## config.mk

```make
export PLATFORM = sky130hd
export DESIGN_NAME = smpte337_burst_deframer
export DESIGN_NICKNAME = d
export VERILOG_FILES = /design/src/rtl/s337d_pkg.sv /design/src/rtl/s337d_front.sv /design/src/rtl/s337d_fifo.sv /design/src/rtl/s337d_back.sv /design/src/rtl/smpte337_burst_deframer.sv
export SDC_FILE = /design/constraint.sdc
export NUM_CORES = 1
export LEC_CHECK = 0
export ABC_CLOCK_PERIOD_IN_PS = 8900
export BUFFER_PORTS_ARGS = -buffer_cell sky130_fd_sc_hd__clkbuf_2
export CAP_MARGIN = 20
export CORE_MARGIN = 1.5
export CORE_UTILIZATION = 25
export CTS_CLUSTER_DIAMETER = 120
export DETAILED_ROUTE_END_ITERATION = 8
export PLACE_DENSITY = 0.49
export SYNTH_ARGS = -nofsm -noshare
export SYNTH_HDL_FRONTEND = slang
export SYNTH_SLANG_ARGS = --single-unit
```

## constraint.sdc

```tcl
create_clock -name aclk -period 8.9 [get_ports aclk]
set_clock_uncertainty 0.15 [all_clocks]
set_input_delay 0.89 -clock aclk [delete_from_list [all_inputs] [get_ports aclk]]
set_output_delay 0.89 -clock aclk [all_outputs]
set_load 0.01 [all_outputs]
```

## src/rtl/s337d_pkg.sv

```systemverilog
// shared constants and types for the smpte 337 burst deframer
`default_nettype none
package s337d_pkg;

    localparam int BUFFER_BYTES     = 16384;
    localparam int OFFSET_FIELD_MAX = 16383;
    localparam int OFFSET_LIMIT     = (BUFFER_BYTES - 1 > OFFSET_FIELD_MAX) ?
                                      OFFSET_FIELD_MAX : BUFFER_BYTES - 1;
    localparam int OFS_W            = 14;
    localparam int TYPE_W           = 5;
    localparam int MODE_W           = 2;
    localparam int BITS_W           = 16;
    localparam int LEFT_W           = BITS_W - 3;

    localparam int WIN_DEPTH = 8;
    localparam int WIN_CW    = $clog2(WIN_DEPTH + 1);

    localparam int FIFO_DEPTH = 4;
    localparam int FIFO_AW    = $clog2(FIFO_DEPTH);
    localparam int FIFO_CW    = $clog2(FIFO_DEPTH + 1);

    localparam int IN_DATA_W  = 32;
    localparam int OUT_DATA_W = 48;

    typedef logic [OFS_W-1:0] offset_t;

    localparam offset_t OFS_LIMIT = OFS_W'(OFFSET_LIMIT);

    // preamble bytes in stream order
    localparam logic [7:0] PA_BYTE0 = 8'hF8;
    localparam logic [7:0] PA_BYTE1 = 8'h72;
    localparam logic [7:0] PB_BYTE0 = 8'h4E;
    localparam logic [7:0] PB_BYTE1 = 8'h1F;

    localparam logic [TYPE_W-1:0] TYPE_AC3 = 5'd1;

    localparam logic KIND_HEADER  = 1'b0;
    localparam logic KIND_PAYLOAD = 1'b1;

    typedef struct packed {
        logic [7:0] data;
        offset_t    offset;
    } byte_item_t;

    typedef struct packed {
        logic              kind;
        logic [7:0]        data_byte;
        logic [MODE_W-1:0] data_mode;
        logic [TYPE_W-1:0] data_type;
        logic [BITS_W-1:0] bit_count;
        offset_t           sync_offset;
        logic              last;
    } result_t;

endpackage
`default_nettype wire

```

## src/rtl/s337d_front.sv

```systemverilog
// front end: takes audio words, splits them into stream bytes with buffer offsets
`default_nettype none
module s337d_front (
    input  wire logic                          aclk,
    input  wire logic                          aresetn,
    input  wire logic                          s_tvalid,
    output logic                               s_tready,
    input  wire logic [s337d_pkg::IN_DATA_W-1:0] s_tdata,
    input  wire logic                          s_tuser,
    input  wire logic                          q_full,
    output logic                               q_push,
    output s337d_pkg::byte_item_t              q_item
);
    import s337d_pkg::*;

    logic        busy_reg, busy_next;
    logic        phase_reg, phase_next;
    logic [15:0] word_reg, word_next;
    logic        fs_reg, fs_next;
    offset_t     pos_reg, pos_next;
    offset_t     cur_pos;
    logic        accept;

    always_comb begin
        q_push   = busy_reg && !q_full;
        s_tready = !busy_reg || (phase_reg && q_push);
        accept   = s_tvalid && s_tready;

        // a new buffer restarts the offset at its first byte
        cur_pos        = (!phase_reg && fs_reg) ? '0 : pos_reg;
        q_item.data    = phase_reg ? word_reg[7:0] : word_reg[15:8];
        q_item.offset  = cur_pos;

        busy_next  = busy_reg;
        phase_next = phase_reg;
        word_next  = word_reg;
        fs_next    = fs_reg;
        pos_next   = pos_reg;
        if (q_push) begin
            pos_next   = (cur_pos < OFS_LIMIT) ? cur_pos + 1'b1 : OFS_LIMIT;
            phase_next = !phase_reg;
        end
        if (accept) begin
            busy_next = 1'b1;
            word_next = s_tdata[31:16];
            fs_next   = s_tuser;
        end else if (q_push && phase_reg) begin
            busy_next = 1'b0;
        end
    end

    always_ff @(posedge aclk) begin
        if (!aresetn) begin
            busy_reg  <= 1'b0;
            phase_reg <= 1'b0;
            pos_reg   <= '0;
        end else begin
            busy_reg  <= busy_next;
            phase_reg <= phase_next;
            pos_reg   <= pos_next;
        end
        word_reg <= word_next;
        fs_reg   <= fs_next;
    end

    a_phase_busy: assert property (@(posedge aclk) disable iff (!aresetn)
        !busy_reg |-> !phase_reg)
        else $error("second byte pending without a word");

    a_pos_limit: assert property (@(posedge aclk) disable iff (!aresetn)
        pos_reg <= OFS_LIMIT)
        else $error("byte offset beyond limit");

    a_accept_drained: assert property (@(posedge aclk) disable iff (!aresetn)
        (s_tvalid && s_tready && busy_reg) |-> (phase_reg && q_push))
        else $error("word taken before previous word fully queued");

endmodule
`default_nettype wire

```

## src/rtl/s337d_fifo.sv

```systemverilog
// short byte queue between the front end and the burst parser
`default_nettype none
module s337d_fifo (
    input  wire logic                  aclk,
    input  wire logic                  aresetn,
    input  wire logic                  push,
    input  wire s337d_pkg::byte_item_t push_item,
    output logic                       full,
    input  wire logic                  pop,
    output s337d_pkg::byte_item_t      pop_item,
    output logic                       not_empty
);
    import s337d_pkg::*;

    byte_item_t           mem_reg [FIFO_DEPTH];
    logic [FIFO_AW-1:0]   wr_ptr_reg, wr_ptr_next;
    logic [FIFO_AW-1:0]   rd_ptr_reg, rd_ptr_next;
    logic [FIFO_CW-1:0]   count_reg, count_next;

    always_comb begin
        full      = (count_reg == FIFO_CW'(FIFO_DEPTH));
        not_empty = (count_reg != '0);
        pop_item  = mem_reg[rd_ptr_reg];

        wr_ptr_next = push ? wr_ptr_reg + 1'b1 : wr_ptr_reg;
        rd_ptr_next = pop ? rd_ptr_reg + 1'b1 : rd_ptr_reg;
        count_next  = count_reg;
        if (push && !pop) begin
            count_next = count_reg + 1'b1;
        end else if (pop && !push) begin
            count_next = count_reg - 1'b1;
        end
    end

    always_ff @(posedge aclk) begin
        if (!aresetn) begin
            wr_ptr_reg <= '0;
            rd_ptr_reg <= '0;
            count_reg  <= '0;
        end else begin
            wr_ptr_reg <= wr_ptr_next;
            rd_ptr_reg <= rd_ptr_next;
            count_reg  <= count_next;
        end
        if (push) begin
            mem_reg[wr_ptr_reg] <= push_item;
        end
    end

    a_no_overflow: assert property (@(posedge aclk) disable iff (!aresetn)
        push |-> !full)
        else $error("push into full queue");

    a_no_underflow: assert property (@(posedge aclk) disable iff (!aresetn)
        pop |-> not_empty)
        else $error("pop from empty queue");

    a_count_ptrs: assert property (@(posedge aclk) disable iff (!aresetn)
        (count_reg == '0) |-> (wr_ptr_reg == rd_ptr_reg))
        else $error("empty queue with pointers apart");

endmodule
`default_nettype wire

```

## src/rtl/s337d_back.sv

```systemverilog
// burst parser: sliding preamble window, header and payload results, output register
`default_nettype none
module s337d_back (
    input  wire logic                       aclk,
    input  wire logic                       aresetn,
    input  wire logic                       cfg_we,
    input  wire logic [s337d_pkg::TYPE_W-1:0] cfg_wdata,
    input  wire logic                       q_valid,
    input  wire s337d_pkg::byte_item_t      q_item,
    output logic                            q_pop,
    output logic                            m_tvalid,
    input  wire logic                       m_tready,
    output s337d_pkg::result_t              m_result
);
    import s337d_pkg::*;

    logic [7:0]         win_reg [WIN_DEPTH];
    logic [7:0]         win_next [WIN_DEPTH];
    offset_t            ofs_reg [WIN_DEPTH];
    offset_t            ofs_next [WIN_DEPTH];
    logic [WIN_CW-1:0]  cnt_reg, cnt_next;
    logic               in_payload_reg, in_payload_next;
    logic [LEFT_W-1:0]  left_reg, left_next;
    logic [MODE_W-1:0]  mode_reg, mode_next;
    logic [TYPE_W-1:0]  type_reg, type_next;
    logic [BITS_W-1:0]  bits_reg, bits_next;
    logic [TYPE_W-1:0]  accept_type_reg, accept_type_next;
    logic               out_valid_reg, out_valid_next;
    result_t            res_reg, res_next;

    logic [7:0]         nwin [WIN_DEPTH];
    offset_t            nofs [WIN_DEPTH];
    logic               match;
    logic [BITS_W-1:0]  new_bits;
    logic [LEFT_W-1:0]  new_bytes;
    logic               produce;

    always_comb begin
        q_pop = q_valid && (!out_valid_reg || m_tready);

        for (int i = 0; i < WIN_DEPTH; i++) begin
            nwin[i] = (i == WIN_DEPTH - 1) ? q_item.data   : win_reg[(i + 1) % WIN_DEPTH];
            nofs[i] = (i == WIN_DEPTH - 1) ? q_item.offset : ofs_reg[(i + 1) % WIN_DEPTH];
        end

        // full window once this byte makes eight since the last clear
        match = (cnt_reg >= WIN_CW'(WIN_DEPTH - 1)) &&
                (nwin[0] == PA_BYTE0) && (nwin[1] == PA_BYTE1) &&
                (nwin[2] == PB_BYTE0) && (nwin[3] == PB_BYTE1) &&
                (nwin[5][TYPE_W-1:0] == accept_type_reg);
        new_bits  = {nwin[6], nwin[7]};
        new_bytes = new_bits[BITS_W-1:3];

        accept_type_next = cfg_we ? cfg_wdata : accept_type_reg;
        win_next         = win_reg;
        ofs_next         = ofs_reg;
        cnt_next         = cnt_reg;
        in_payload_next  = in_payload_reg;
        left_next        = left_reg;
        mode_next        = mode_reg;
        type_next        = type_reg;
        bits_next        = bits_reg;
        produce          = 1'b0;
        res_next         = res_reg;

        if (q_pop) begin
            if (in_payload_reg) begin
                produce              = 1'b1;
                res_next.kind        = KIND_PAYLOAD;
                res_next.data_byte   = q_item.data;
                res_next.data_mode   = mode_reg;
                res_next.data_type   = type_reg;
                res_next.bit_count   = bits_reg;
                res_next.sync_offset = '0;
                res_next.last        = (left_reg <= LEFT_W'(1));
                if (left_reg <= LEFT_W'(1)) begin
                    in_payload_next = 1'b0;
                    left_next       = '0;
                    cnt_next        = '0;
                end else begin
                    left_next = left_reg - 1'b1;
                end
            end else begin
                win_next = nwin;
                ofs_next = nofs;
                cnt_next = (cnt_reg >= WIN_CW'(WIN_DEPTH)) ?
                           WIN_CW'(WIN_DEPTH) : cnt_reg + 1'b1;
                if (match) begin
                    produce   = 1'b1;
                    cnt_next  = '0;
                    mode_next = nwin[5][TYPE_W+MODE_W-1:TYPE_W];
                    type_next = nwin[5][TYPE_W-1:0];
                    bits_next = new_bits;
                    if (new_bytes != '0) begin
                        in_payload_next = 1'b1;
                        left_next       = new_bytes;
                    end
                    res_next.kind        = KIND_HEADER;
                    res_next.data_byte   = '0;
                    res_next.data_mode   = nwin[5][TYPE_W+MODE_W-1:TYPE_W];
                    res_next.data_type   = nwin[5][TYPE_W-1:0];
                    res_next.bit_count   = new_bits;
                    res_next.sync_offset = nofs[0];
                    res_next.last        = (new_bytes == '0);
                end
            end
        end

        out_valid_next = produce ? 1'b1 : (m_tready ? 1'b0 : out_valid_reg);

        m_tvalid = out_valid_reg;
        m_result = res_reg;
    end

    always_ff @(posedge aclk) begin
        if (!aresetn) begin
            cnt_reg         <= '0;
            in_payload_reg  <= 1'b0;
            left_reg        <= '0;
            accept_type_reg <= TYPE_AC3;
            out_valid_reg   <= 1'b0;
        end else begin
            cnt_reg         <= cnt_next;
            in_payload_reg  <= in_payload_next;
            left_reg        <= left_next;
            accept_type_reg <= accept_type_next;
            out_valid_reg   <= out_valid_next;
        end
        win_reg  <= win_next;
        ofs_reg  <= ofs_next;
        mode_reg <= mode_next;
        type_reg <= type_next;
        bits_reg <= bits_next;
        res_reg  <= res_next;
    end

    a_cnt_range: assert property (@(posedge aclk) disable iff (!aresetn)
        cnt_reg <= WIN_CW'(WIN_DEPTH))
        else $error("window count out of range");

    a_payload_left: assert property (@(posedge aclk) disable iff (!aresetn)
        in_payload_reg |-> (left_reg != '0))
        else $error("in payload with nothing left");

    a_payload_window: assert property (@(posedge aclk) disable iff (!aresetn)
        in_payload_reg |-> (cnt_reg == '0))
        else $error("window not empty during payload");

    a_header_last: assert property (@(posedge aclk) disable iff (!aresetn)
        (out_valid_reg && res_reg.kind == KIND_HEADER && !res_reg.last) |-> in_payload_reg ||
        $past(in_payload_reg) || !$stable(res_reg))
        else $error("open header without payload to follow");

endmodule
`default_nettype wire

```

## src/rtl/smpte337_burst_deframer.sv

```systemverilog
// top level of the smpte 337 burst deframer
//
//  port group  dir  payload                                       meaning
//  s_*         in   tdata[31:0] sample_word, tuser frame_start   one audio word
//  m_*         out  tdata see port, tuser kind, tlast last        header or payload byte
//  cfg_*       in   cfg_wdata[4:0] accept_type                    burst type to lock onto
//
// each word carries two stream bytes; the parser takes one byte per cycle when nothing
// stalls, and the front end can take a new word as it queues the last byte of the one before.
// a four-entry byte queue sits between the word front end and the parser; a full
// output register or a full queue stalls only the side behind it.
// aresetn is synchronous, active low; accept_type resets to 1 (ac-3).
`default_nettype none
module smpte337_burst_deframer (
    input  wire logic                             aclk,
    input  wire logic                             aresetn,
    input  wire logic                             cfg_we,
    input  wire logic [s337d_pkg::TYPE_W-1:0]     cfg_wdata,
    input  wire logic                             s_tvalid,
    output logic                                  s_tready,
    // [31:0] sample_word
    input  wire logic [s337d_pkg::IN_DATA_W-1:0]  s_tdata,
    // [0] frame_start
    input  wire logic                             s_tuser,
    output logic                                  m_tvalid,
    input  wire logic                             m_tready,
    // [7:0] data_byte, [9:8] data_mode, [14:10] data_type, [30:15] bit_count,
    // [44:31] sync_offset, [47:45] zero
    output logic [s337d_pkg::OUT_DATA_W-1:0]      m_tdata,
    // [0] kind
    output logic                                  m_tuser,
    output logic                                  m_tlast
);
    import s337d_pkg::*;

    byte_item_t push_item;
    byte_item_t pop_item;
    logic       q_push;
    logic       q_full;
    logic       q_pop;
    logic       q_valid;
    result_t    result;

    s337d_front u_front (
        .aclk     (aclk),
        .aresetn  (aresetn),
        .s_tvalid (s_tvalid),
        .s_tready (s_tready),
        .s_tdata  (s_tdata),
        .s_tuser  (s_tuser),
        .q_full   (q_full),
        .q_push   (q_push),
        .q_item   (push_item)
    );

    s337d_fifo u_fifo (
        .aclk      (aclk),
        .aresetn   (aresetn),
        .push      (q_push),
        .push_item (push_item),
        .full      (q_full),
        .pop       (q_pop),
        .pop_item  (pop_item),
        .not_empty (q_valid)
    );

    s337d_back u_back (
        .aclk      (aclk),
        .aresetn   (aresetn),
        .cfg_we    (cfg_we),
        .cfg_wdata (cfg_wdata),
        .q_valid   (q_valid),
        .q_item    (pop_item),
        .q_pop     (q_pop),
        .m_tvalid  (m_tvalid),
        .m_tready  (m_tready),
        .m_result  (result)
    );

    always_comb begin
        m_tdata = {3'b000, result.sync_offset, result.bit_count, result.data_type,
                   result.data_mode, result.data_byte};
        m_tuser = result.kind;
        m_tlast = result.last;
    end

endmodule
`default_nettype wire

```

==> out/summary.txt, run 1 <==
min Tclk post-route - 3.63 ns
DRC - 0
Slew Limit Fails - 0
slew margin rel. - 39.3%
fin cells - 1705
Overall Global Routing Usage - 9.33%
net switching power - 1.35 mW
number of global-route vias before repair - 7234
CP Capture Type - output port
Vias/cell - 4.19
WS Path Type - reg -> out
global-route wire length before repair - 40.9 mm
CTS tree - yes
CTS Buf Count - 44
pin count of the biggest net entering global routing - 140
Avg WL per Cell - 15.5 microns
Post-Syn Area - 13900 sq um
critical path's top delay family - buffers and inverters
Post-Syn Instances - 819
worst-skew pair later-pin latency - 0.58 ns
sequential-to-total area share from yosys stat - 77.9%
post-route ant nets - 0
clock sink total - 378
count of final setup violators - 0
commonest register cell after synthesis - edfxtp_1
gr ovfl total - 0
#FFs+latches synth - 378
ys async rst share - 0%
EDFF count, synth - 329
Clock power frac - 33.4%
post_cts resized - 0
core area - 55100 sq um
full die area - 57200 sq um
initial antenna violation count - 0
Initial Utilization - 25.3%
worst path cell trace - nor2_1, nand2_1, nand2_1, inv_1, nand2_1, nand2_1, clkbuf_2
routing usage on met3 - 2.19%
syn avg cell area - 17.0 sq um
CP max-delay cell - inv_1
grt peak-use layer - met2
ratio of cells with drive above 1 in the final layout - 21.3%
Post-synth top cells - edfxtp_1 (329), nand2_1 (58), dfxtp_1 (49)
I/O Buffers - 75
dpl hpwl - 15.7 mm
Final Hold Viols - 0
Placed Cells - 1625
GR Layer Usage met1 - 12.3%
post-synth top area share - 70.8%
Critical path buffers and inverters - 2
Least-Margin Pin Slew - 0.907 ns
H-tree depth - 2
Setup Buffers After CTS - 0
status - finished clean
routability cong. - 0.776
Peak Freq - 276 MHz
die height - 239 microns
Req. time, crit path - 7.86 ns
maximum fanout along the worst path - 25
area grow syn2layout - 19.6%
Arrival @ worst endpoint - 2.59 ns
clock root buffer - clkbuf_16
hold slack final - 0.263 ns
Synth area leaders - edfxtp_1 (71%), dfxtp_1 (7.0%), mux4_2 (3.6%)
CTS Hold Bufs - 0
Internal - 3.88 mW
RSZ-0062 raised after global routing - no
die extent in x - 239 microns
CP startpoint kind - flop
vias - 7136
area leader, netlist - edfxtp_1
WL final - 26.3 mm
row count - 86
drt pass-1 iters - 5
Reg power frac - 53.3%
nets@finish - 978
# IOs - 95
Pleak - 5.71 nW
R2R Setup Slk - 5.39 ns
setup TNS - 0 ns
met2 Usage GRT - 14.6%
max reg flops - 98
Initial DRC Count - 401
most common cell in the synthesized netlist - edfxtp_1
warnings from Yosys - 0
peak per-stage delay on the critical path - 0.71 ns
Reg clk slew, reported paths - 0.06 ns
fin crit share - 40.8%
switching portion of total power - 25.9%
Distinct cells, synth - 59
combinational power share - 13.3%
Max IR drop VDD - 154 uV
pwr dens - 314 nW/um^2
Worst Hold Class - reg -> reg
cell mode on critical path - nand2_1
maximum buffer depth of the clock tree - 3
max_cap viols - 0
==> through the flow <==
step                      instance area (sq um)  setup slack, ns  util [%]  power, mW
after floorplan                           14000             2.52         -       3.30
after global placement                    15300             4.77      27.7       3.53
after CTS                                 16700             4.77      30.3       5.34
after global routing                      16700             4.96      30.3       5.51
after detailed placement                  15300             4.76      27.7       3.55
final                                     16700             5.27      30.3       5.24
==> worst paths after layout <==
| kind | start | to | cells after the start |
|---|---|---|---|
| min reg2reg | u_back.nofs[78] | u_back.nofs[92] | 0 |
| min | u_back.nofs[78] | u_back.nofs[92] | 0 |
| max | u_fifo.count_reg[0] | s_tready | 7 |
| max reg2reg | u_fifo.count_reg[0] | u_back.nofs[50] | 5 |
==> worst register-to-register path, cell delays in order (launching register included) <==
cell and delay [ns]:
dfxtp_1 0.41, or3_1 0.15, and2_0 0.70, inv_1 0.43, nor2_4 0.57, buf_12 0.61
==> area by class of cell <==
type                            count  area (sq um)
Antenna cell                        1          2.50
Multi-Input combinational cell    397          2930
Timing Repair Buffer               90           498
Inverter                           13          48.8
Sequential cell                   378         10900
Tap cell                          748           936
Fill cell                        5535         38400
Clock buffer                       65          1230
Clock inverter                     13           181
==> layer usage <==
metal | share of wire, % | wire length [microns]
met1 | 47 | 12400
met2 | 45 | 11900
met3 | 4.9 | 1290
met4 | 2.9 | 768
met5 | 0 | 0
==> power groups by stage <==
stage | sequential [mW] | combinational, mW | clock, mW
2_1_floorplan | 2.81 | 0.492 | 0
3_3_place_gp | 2.82 | 0.711 | 0
3_5_place_dp | 2.84 | 0.719 | 0
4_1_cts | 2.80 | 0.721 | 1.82
5_1_grt | 2.84 | 0.783 | 1.88
6_report | 2.79 | 0.696 | 1.75
==> cell usage in the layout, fill, tap and decap left out, drive strengths merged, types with 6 or more instances in the layout <==
master / n
mux4: 22
mux2i: 12
nor3: 12
clkbuf: 140
o21ai: 41
edfxtp: 329
xor2: 8
o31ai: 6
ha: 10
or3: 7
nor2b: 18
or4: 7
dfxtp: 49
o311ai: 6
nand2: 59
a21oi: 24
nor4: 10
clkinv: 8
mux2: 18
inv: 15
buf: 15
nor2: 27
and2: 29
nand2b: 14
nand3: 8
==> logic make-up after synthesis <==
family | after synthesis | share of synthesized area, %
XOR/XNOR | 13 | 0.816
buffers and inverters | 46 | 1.35
multiplexers | 52 | 5.87
flip-flops | 378 | 77.9
adder cells (fa/ha/maj) | 11 | 1.04
AO/OA/AOI/OAI | 103 | 4.70
other | 1 | 0.0269
AND/OR/NAND/NOR | 215 | 8.33
(Power assumes the default switching activity.)
==> run 2: changes to the inputs <==
Settings changed: ABC_AREA from default to 1, ABC_CLOCK_PERIOD_IN_PS 8900 to 3200.
Clock period 8.9 ns to 3.2 ns, I/O delays scaled along.
==> run 2 against run 1 <==
  * Register-to-register slack got worse by 4.7 ns
  * Final cell count rose by 20%
  * Count of clock-buffer cells in the layout fell by 8
  * Clock power rose to 2.8 times the previous value
  * Area after synthesis rose by 2.7%
  * Sequential power rose to 2.8 times the previous value
  * Combinational power rose to 3.6 times the previous value
  * Die area rose by 2.7%
  * Total power rose to 2.9 times the previous value
  * Utilization rose by 0.50 points
  * Highest routed layer unchanged
==> out/summary.txt, run 2 <==
CTS Buf Count - 42
Req. time, crit path - 2.73 ns
clock root buffer - clkbuf_16
die extent in x - 242 microns
drt pass-1 iters - 5
Distinct cells, synth - 38
# IOs - 95
RSZ-0062 raised after global routing - no
initial antenna violation count - 0
most common cell in the synthesized netlist - edfxtp_1
Filler cells - 5668
Initial DRC Count - 385
number of global-route vias before repair - 8107
ratio of cells with drive above 1 in the final layout - 15.0%
Final Hold Viols - 0
CTS tree - yes
WL met1 - 13.2 mm
Vias/cell - 4.00
gr ovfl total - 0
Initial Utilization - 25.4%
status - finished clean
Arrival @ worst endpoint - 2.11 ns
DRC - 0
maximum buffer depth of the clock tree - 3
worst-skew pair later-pin latency - 0.55 ns
area grow syn2layout - 21.4%
post-synth top area share - 68.9%
Peak Freq - 388 MHz
area leader, netlist - edfxtp_1
Reg clk slew, reported paths - 0.06 ns
clock sink total - 378
peak per-stage delay on the critical path - 0.35 ns
nets@finish - 1319
worst path cell trace - inv_2, a31oi_2, buf_4, inv_1, nor2_1, nor2_1, inv_1, clkbuf_2
Max IR drop VDD - 394 uV
full die area - 58800 sq um
WL final - 28.0 mm
ys async rst share - 0%
global-route wire length before repair - 44.0 mm
Post-Syn Area - 14300 sq um
met2 WL - 12.7 mm
row count - 87
CP Capture Type - output port
max_cap viols - 0
pwr dens - 876 nW/um^2
CP startpoint kind - flop
Pleak - 6.65 nW
Worst Hold Class - in -> reg
EDFF count, synth - 329
hold slack final - 0.152 ns
Placed Cells - 1947
top sig layer - met4
fin cells - 2053
I/O Buffers - 75
Post-Syn Instances - 1129
die height - 242 microns
Overall Global Routing Usage - 9.56%
post_cts resized - 0
sequential-to-total area share from yosys stat - 75.8%
dpl hpwl - 17.4 mm
post-route ant nets - 0
most frequent cells in the layout - edfxtp_1 (329), nand2_1 (216), nor2_1 (158)
slew margin rel. - 52.5%
min Tclk post-route - 2.58 ns
WS Path Type - reg -> out
Synth area leaders - edfxtp_1 (69%), dfxtp_1 (6.8%), nand2_1 (5.7%)
Avg WL per Cell - 13.6 microns
routability cong. - 0.779
warnings from Yosys - 0
wire length on met3 - 1.41 mm
pin count of the biggest net entering global routing - 48
maximum fanout along the worst path - 18
H-tree depth - 2
Least-Margin Pin Slew - 0.713 ns
core area - 56500 sq um
syn avg cell area - 12.7 sq um
fin crit share - 80.5%
count of final setup violators - 0
#FFs+latches synth - 378
max reg flops - 98
commonest non-fill, non-tap cell in the layout - edfxtp_1
# diodes - 0
CP max-delay cell - dfxtp_2
commonest register cell after synthesis - edfxtp_1
Post-synth top cells - edfxtp_1 (329), nand2_1 (217), nor2_1 (159)
vias - 8214
Slew Limit Fails - 0
[run 2: cell types whose count changed after synthesis, sizes merged, moves of 12 or more]
cell	previous run	this run
nand2	59	224
nor2	27	164
inv	12	117
o21ai	41	84
and2	29	0
nand3	8	31
mux4	22	0
mux2	18	0
nor2b	18	0
o22ai	2	18
nand2b	14	0
mux2i	12	0
[run 2: layout make-up]
cell class / count / area, sq um / area share (%)
flip-flops and latches: 378 / 10900 / 62.5
multi-input cells: 601 / 2870 / 16.5
clock buffers: 57 / 1150 / 6.60
well taps: 756 / 946 / 5.44
repair buffers: 124 / 881 / 5.06
inverters: 118 / 450 / 2.59
clock inverters: 19 / 235 / 1.35
[run 2: repair_timing]
item,in CTS,in global routing
endpoints found under the hold margin,24,0
setup buffers,0,0
hold buffers,30,0
[run 2: layer usage]
layer,track usage (%),up-vias
met5,0,-
met3,2.44,50
met4,3.47,0
met1,12.6,3887
li1,-,4101
met2,15.1,176
[run 2: where the power goes]
group	leakage (nW)	switching, mW	internal, mW
clock	0.669	1.90	2.93
sequential	3.56	0.489	7.39
combinational	2.42	1.82	0.712
total	6.65	4.21	11.0
[run 2: through the flow]
stage	util (%)	total power [mW]	setup slack [ns]	setup TNS, ns	area (sq um)
2_1_floorplan	-	9.59	-0.243	-36.81	14400
3_5_place_dp	27.8	10.6	0.694	0	15700
6_report	30.8	15.2	0.624	0	17400
5_1_grt	30.8	16.1	0.421	0	17400
3_3_place_gp	27.8	10.4	0.778	0	15700
4_1_cts	30.8	15.5	0.547	0	17400
[run 2: final timing paths]
check / startpoint / to / slack [ns] / cells after the start
worst max register to register: u_back.cnt_reg[0] / u_back.m_result[5] / 0.67 / 10
worst max-delay path: u_fifo.count_reg[1] / s_tready / 0.62 / 8
worst min register to register: u_back.nofs[66] / u_back.nofs[80] / 0.27 / 0
worst min-delay path: aresetn / u_back.in_payload_reg / 0.15 / 3
[run 2: critical path, delay by kind of cell, from the launching register on]
family / cells / cell delay, ns
buf+inv: 5 / 0.77
flops: 1 / 0.35
simple gates: 2 / 0.29
compound gates: 1 / 0.16
[run 2: cells by family (layout without fill, tap and decap cells)]
logic type | after synthesis | in the layout | share of synthesized area (%)
DFF | 378 | 378 | 75.8
and+or+nand+nor | 432 | 432 | 12.4
buffers and inverters | 152 | 318 | 4.48
xor gates and xnor gates | 20 | 20 | 1.22
adders and majority gates | 11 | 11 | 1.01
other | 1 | 3 | 0.0262
AOI/OAI and AO/OA | 135 | 135 | 5.08
